--- src/hw/rtl/assert_macros.svh ---
// ----------------------------------------------------------------------------
// assert_macros.svh
// Concurrent assertion helpers, clocked and disabled during reset.
// ----------------------------------------------------------------------------
`ifndef ASSERT_MACROS_SVH
`define ASSERT_MACROS_SVH

// Same-cycle implication.
`define ASSERT_SAME(lbl, clk, rst_n, ante, cons) \
    lbl: assert property (@(posedge clk) disable iff (!rst_n) (ante) |-> (cons)) \
        else $error("assertion failed: same-cycle implication");

// Next-cycle implication.
`define ASSERT_NEXT(lbl, clk, rst_n, ante, cons) \
    lbl: assert property (@(posedge clk) disable iff (!rst_n) (ante) |=> (cons)) \
        else $error("assertion failed: next-cycle implication");

`endif

--- src/hw/rtl/tfdm_pkg.sv ---
// ----------------------------------------------------------------------------
// tfdm_pkg
// Shared constants and types for the three-frame difference mask.
// ----------------------------------------------------------------------------
package tfdm_pkg;

    localparam int MAX_PIXELS = 131072;
    localparam int ADDR_W     = $clog2(MAX_PIXELS);
    localparam int CNT_W      = ADDR_W + 1;

    localparam logic [7:0] THRESHOLD_RESET = 8'd8;

    localparam logic [12:0] GRAY_WR    = 13'd4899;
    localparam logic [13:0] GRAY_WG    = 14'd9617;
    localparam logic [10:0] GRAY_WB    = 11'd1868;
    localparam logic [13:0] GRAY_ROUND = 14'd8192;
    localparam int          GRAY_SHIFT = 14;
    localparam int          ACC_W      = 22;

    typedef logic [ADDR_W-1:0] addr_t;
    typedef logic [CNT_W-1:0]  count_t;

    typedef enum logic [1:0] {
        PHASE_FIRST,
        PHASE_SECOND,
        PHASE_RUN
    } phase_t;

    typedef struct packed {
        logic       mark;
        logic [7:0] gray;
    } entry_t;

    typedef struct packed {
        addr_t addr;
        logic  ovf;
        logic  eof;
        logic  mask_valid;
    } pix_ctl_t;

    typedef struct packed {
        logic   en;
        addr_t  addr;
        entry_t data;
    } store_wr_t;

    typedef struct packed {
        logic motion;
        logic mask_valid;
        logic frame_done;
        logic overflow;
    } result_t;

endpackage

--- src/hw/rtl/tfdm_diff_stage.sv ---
// ----------------------------------------------------------------------------
// tfdm_diff_stage
// Gray conversion, compare stage with store read data, write-back and
// forwarding of a write-back to the same pixel.
// ----------------------------------------------------------------------------
module tfdm_diff_stage (
    input  logic                clk,
    input  logic                rst_n,
    input  logic                load,
    input  logic                adv,
    input  logic [7:0]          blue,
    input  logic [7:0]          green,
    input  logic [7:0]          red,
    input  tfdm_pkg::pix_ctl_t  ctl_in,
    input  tfdm_pkg::entry_t    rd_data,
    input  logic [7:0]          threshold,
    output logic                valid,
    output tfdm_pkg::store_wr_t wr,
    output tfdm_pkg::result_t   result
);
    import tfdm_pkg::*;

    logic             valid_reg;
    logic             valid_next;
    pix_ctl_t         ctl_reg;
    logic [7:0]       gray_reg;
    logic             fwd_hit_reg;
    entry_t           fwd_data_reg;
    logic [ACC_W-1:0] acc;
    entry_t           prev;
    logic [7:0]       diff;
    logic             mark;

    assign acc = ACC_W'(red) * ACC_W'(GRAY_WR) + ACC_W'(green) * ACC_W'(GRAY_WG)
               + ACC_W'(blue) * ACC_W'(GRAY_WB) + ACC_W'(GRAY_ROUND);

    always_comb
    begin
        valid_next = valid_reg;
        if (load)
        begin
            valid_next = 1'b1;
        end
        else if (adv)
        begin
            valid_next = 1'b0;
        end
    end

    always_ff @(posedge clk or negedge rst_n)
    begin
        if (!rst_n)
        begin
            valid_reg <= 1'b0;
        end
        else
        begin
            valid_reg <= valid_next;
        end
    end

    always_ff @(posedge clk)
    begin
        if (load)
        begin
            ctl_reg      <= ctl_in;
            gray_reg     <= acc[GRAY_SHIFT +: 8];
            fwd_hit_reg  <= wr.en && !ctl_in.ovf && (wr.addr == ctl_in.addr);
            fwd_data_reg <= wr.data;
        end
    end

    assign prev = fwd_hit_reg ? fwd_data_reg : rd_data;
    assign diff = (gray_reg >= prev.gray) ? (gray_reg - prev.gray) : (prev.gray - gray_reg);
    assign mark = diff > threshold;

    assign wr.en        = adv && valid_reg && !ctl_reg.ovf;
    assign wr.addr      = ctl_reg.addr;
    assign wr.data.mark = mark;
    assign wr.data.gray = gray_reg;

    assign result.motion     = ctl_reg.mask_valid && !ctl_reg.ovf && mark && prev.mark;
    assign result.mask_valid = ctl_reg.mask_valid;
    assign result.frame_done = ctl_reg.eof;
    assign result.overflow   = ctl_reg.ovf;

    assign valid = valid_reg;

endmodule

--- config.mk ---
export PLATFORM = sky130hd
export DESIGN_NAME = tfdm_diff_stage
export DESIGN_NICKNAME = d
export VERILOG_FILES = /design/src/hw/rtl/assert_macros.svh /design/src/hw/rtl/tfdm_pkg.sv /design/src/hw/rtl/tfdm_diff_stage.sv
export SDC_FILE = /design/constraint.sdc
export NUM_CORES = 1
export LEC_CHECK = 0
export BUFFER_PORTS_ARGS = -buffer_cell sky130_fd_sc_hd__buf_4
export CORE_MARGIN = 3
export CORE_UTILIZATION = 56
export CTS_BUF_LIST = sky130_fd_sc_hd__clkbuf_4 sky130_fd_sc_hd__clkbuf_8 sky130_fd_sc_hd__clkbuf_16
export CTS_CLUSTER_SIZE = 25
export DETAILED_ROUTE_END_ITERATION = 6
export PLACE_DENSITY = 0.84
export SETUP_SLACK_MARGIN = 0.3
export SYNTH_ARGS = -nofsm -noshare
export SYNTH_HDL_FRONTEND = slang
export SYNTH_SLANG_ARGS = --single-unit
export TNS_END_PERCENT = 20
--- constraint.sdc ---
create_clock -name clk -period 6.1 [get_ports clk]
set_clock_uncertainty 0.15 [all_clocks]
set_input_delay 0.305 -clock clk [delete_from_list [all_inputs] [get_ports clk]]
set_output_delay 0.305 -clock clk [all_outputs]
set_load 0.1 [all_outputs]
==> results.py <==
metrics = {
    "die": {
        "start_util_pct": 57.91,
        "row_count": 41,
        "fp.dieW_um": 120.9,
        "fp.dieArea_um2": 14620,
        "io_pins": 97,
        "coreArea_um2": 12770,
        "fp.dieH_um": 120.9,
    },
    "route": {
        "wl_met2_um": 9090,
        "drc_errors": 0,
        "ant_nets": 0,
        "via_count": 5684,
        "wl_met1_um": 7084,
        "initialDrtViolationCount": 323,
        "wl_met3_um": 997,
        "wl_per_cell_um": 16.82,
        "via_per_inst": 5.297,
        "top_layer_used": "met4",
        "dr.pass1.iters": 4,
        "wl_um": 18050,
    },
    "yosys": {
        "synth_top_area_share_pct": 28.08,
        "syn-instance-count": 741,
        "synth.ff_latch_count": 39,
        "synthArstFlopShare_pct": 2.564,
        "syn_area_per_cell_um2": 9.983,
        "ys_types": 51,
        "syn_nets": 1061,
        "ys_seq_area_share_pct": 15.76,
        "syn_area_um2": 7397,
        "synth_edf_count": 38,
        "yosysTopAreaCell": "ha_1",
        "ys.flop_type": "edfxtp_1",
        "yosys_warnings": 0,
        "synthTopCellsByArea": "ha_1 28%, fa_1 24%, edfxtp_1 15%",
    },
    "setup_path": {
        "reg2reg_from": "fwd_hit_reg$_DFFE_PP_",
        "cp-end-kind": "register",
        "crit_type": "in -> reg",
        "required_ps": 5980,
        "ff2ff_path_depth": 17,
        "cp.arrival_ps": 6510,
        "rrSetupSlack_ps": 1470,
        "r2r-end": "fwd_data_reg[8]$_DFFE_PP_",
        "cp-start-kind": "primary input",
        "critical_path.max_fanout": 3,
    },
    "run": {
        "drv_cap": 0,
    },
    "global_routing": {
        "antenna_found_initial": 0,
        "grtUsageTotal_pct": 24.47,
        "grt_max_degree": 40,
        "grt_first_pass_wirelength_um": 28300,
        "grt_pass1_vias": 6063,
        "grt-ovfl-total": 0,
    },
    "sta": {
        "slew_violations": 0,
        "fin_ws_ps": -532.6,
        "setup_viol": 8,
        "tns_ps": -3206,
        "fmax_mhz": 150.8,
        "period_minus_slack_ps": 6633,
        "relSlewSlack_pct": 59.41,
        "rsz0062_at_grt": "yes",
        "period_share_pct": 108.7,
        "hold_viol": 0,
        "hold_slack_ps": 52.36,
        "worst_pin_slew_ps": 608.8,
    },
    "status": {
        "violations": "setup timing",
        "status": "finished, violations left",
    },
    "final_layout": {
        "final_area_um2": 9253,
        "final_cell_mix": "222 x inv_1, 155 x buf_4, 147 x ha_1",
        "drive_gt1_share_pct": 24.53,
        "area_growth_pct": 25.08,
        "fin_nets": 1220,
        "nFillCells": 841,
        "layout_commonest_cell": "inv_1",
        "antennaDiodeCount": 0,
        "largest_reg_flops": 17,
    },
    "worst_hold_path": {
        "holdPathEnd": "result[1]$_DFFE_PP_",
        "whs_path_depth": 1,
        "hp-start": "ctl_in[1]",
        "hp-class": "in -> reg",
    },
    "placement": {
        "gp_congestion": 0.9091,
        "dpl.hpwl_um": 13970,
        "io_buffers": 96,
        "dpl_cell_area_um2": 8782,
    },
    "cts": {
        "cts_buffers": 5,
        "htreeDepth": 2,
        "clk_latency_ps": 280,
        "clkTransAtPathRegs_ps": 50,
        "clockRootBuffer": "clkbuf_16",
        "cts_max_path_buffers": 2,
        "cts_tree": "done",
        "clock-sinks": 39,
    },
}
-- final cells by class --
| cell class | count | area [um^2] | share of cell area [%] |
|---|---|---|---|
| Multi-Input combinational cell | 465 | 5640 | 60.96 |
| Sequential cell | 39 | 1166 | 12.60 |
| Inverter | 232 | 873.3 | 9.439 |
| Timing Repair Buffer | 157 | 1189 | 12.85 |
| Clock buffer | 5 | 125.1 | 1.352 |
| Tap cell | 172 | 215.2 | 2.326 |
| Clock inverter | 3 | 43.79 | 0.4733 |
-- synthesized netlist by cell type (5+ instances only) --
master    count
nand4_1       7
nand3_1       6
o21a_1        5
mux2i_1      10
xor2_1       16
nor2b_1       8
nand2_1      13
edfxtp_1     38
inv_1       232
ha_1        166
fa_1         89
o21ai_0      14
nor2_1       18
a21o_1        9
xnor2_1      29
a21oi_1      21
a211oi_1      5
-- stage by stage --
step	util, %	cells	setup WS, ps
2_1_floorplan	-	741	-412.7
3_3_place_gp	68.75	1059	-800.4
3_5_place_dp	68.75	1059	-1036
4_1_cts	71.55	1069	-506.6
5_1_grt	72.44	1073	-688.5
6_report	72.44	1073	-532.6
-- per-layer routing --
metal,global-route usage (%),vias up
met5,0,-
met4,9.419,0
met3,2.331,72
met2,44.98,210
met1,29.46,2718
li1,-,2684
-- kinds of logic after synthesis --
family / synth area share, %
AOI/OAI and AO/OA: 7.460
xor gates and xnor gates: 5.328
adders and majority gates: 52.17
buffers and inverters: 12.45
DFF: 15.76
muxes: 1.810
and+or+nand+nor: 5.024
-- critical path, cell delays in order --
cell and delay [ps]:
buf_4 120, inv_2 50, fa_1 550, inv_2 70, ha_4 210, fa_1 480
inv_1 50, fa_1 500, inv_2 50, ha_4 300, nand3_4 90, a21oi_4 160
nor2b_4 70, xnor2_2 200, ha_1 300, ha_4 280, fa_1 410, inv_2 70
fa_2 430, fa_1 490, inv_1 60, ha_4 260, nand4_1 110, or3_4 360
o211ai_1 260, a31oi_1 130, xnor2_1 140
-- how the worst max path moves through the flow --
| stage | startpoint | endpoint |
|---|---|---|
| after CTS | blue[6] | gray_reg[7]$_DFFE_PP_ |
| after detailed placement | blue[2] | gray_reg[5]$_DFFE_PP_ |
| final | blue[4] | gray_reg[7]$_DFFE_PP_ |
| after floorplan | blue[2] | gray_reg[4]$_DFFE_PP_ |
| after global routing | blue[4] | gray_reg[7]$_DFFE_PP_ |
| after global placement | blue[5] | gray_reg[5]$_DFFE_PP_ |
-- timing repair --
action | 4_1_cts | 5_1_grt
endpoints found under the setup margin | 8 | 8
buffers inserted | 1 | 4
pin swaps | 25 | 22
hold buffers | 1 | 0
endpoints found under the hold margin | 1 | 0
resized for setup | 28 | 18
Power is not shown: default switching activity piles up to over one toggle a cycle in this logic, so the estimate is an artifact.
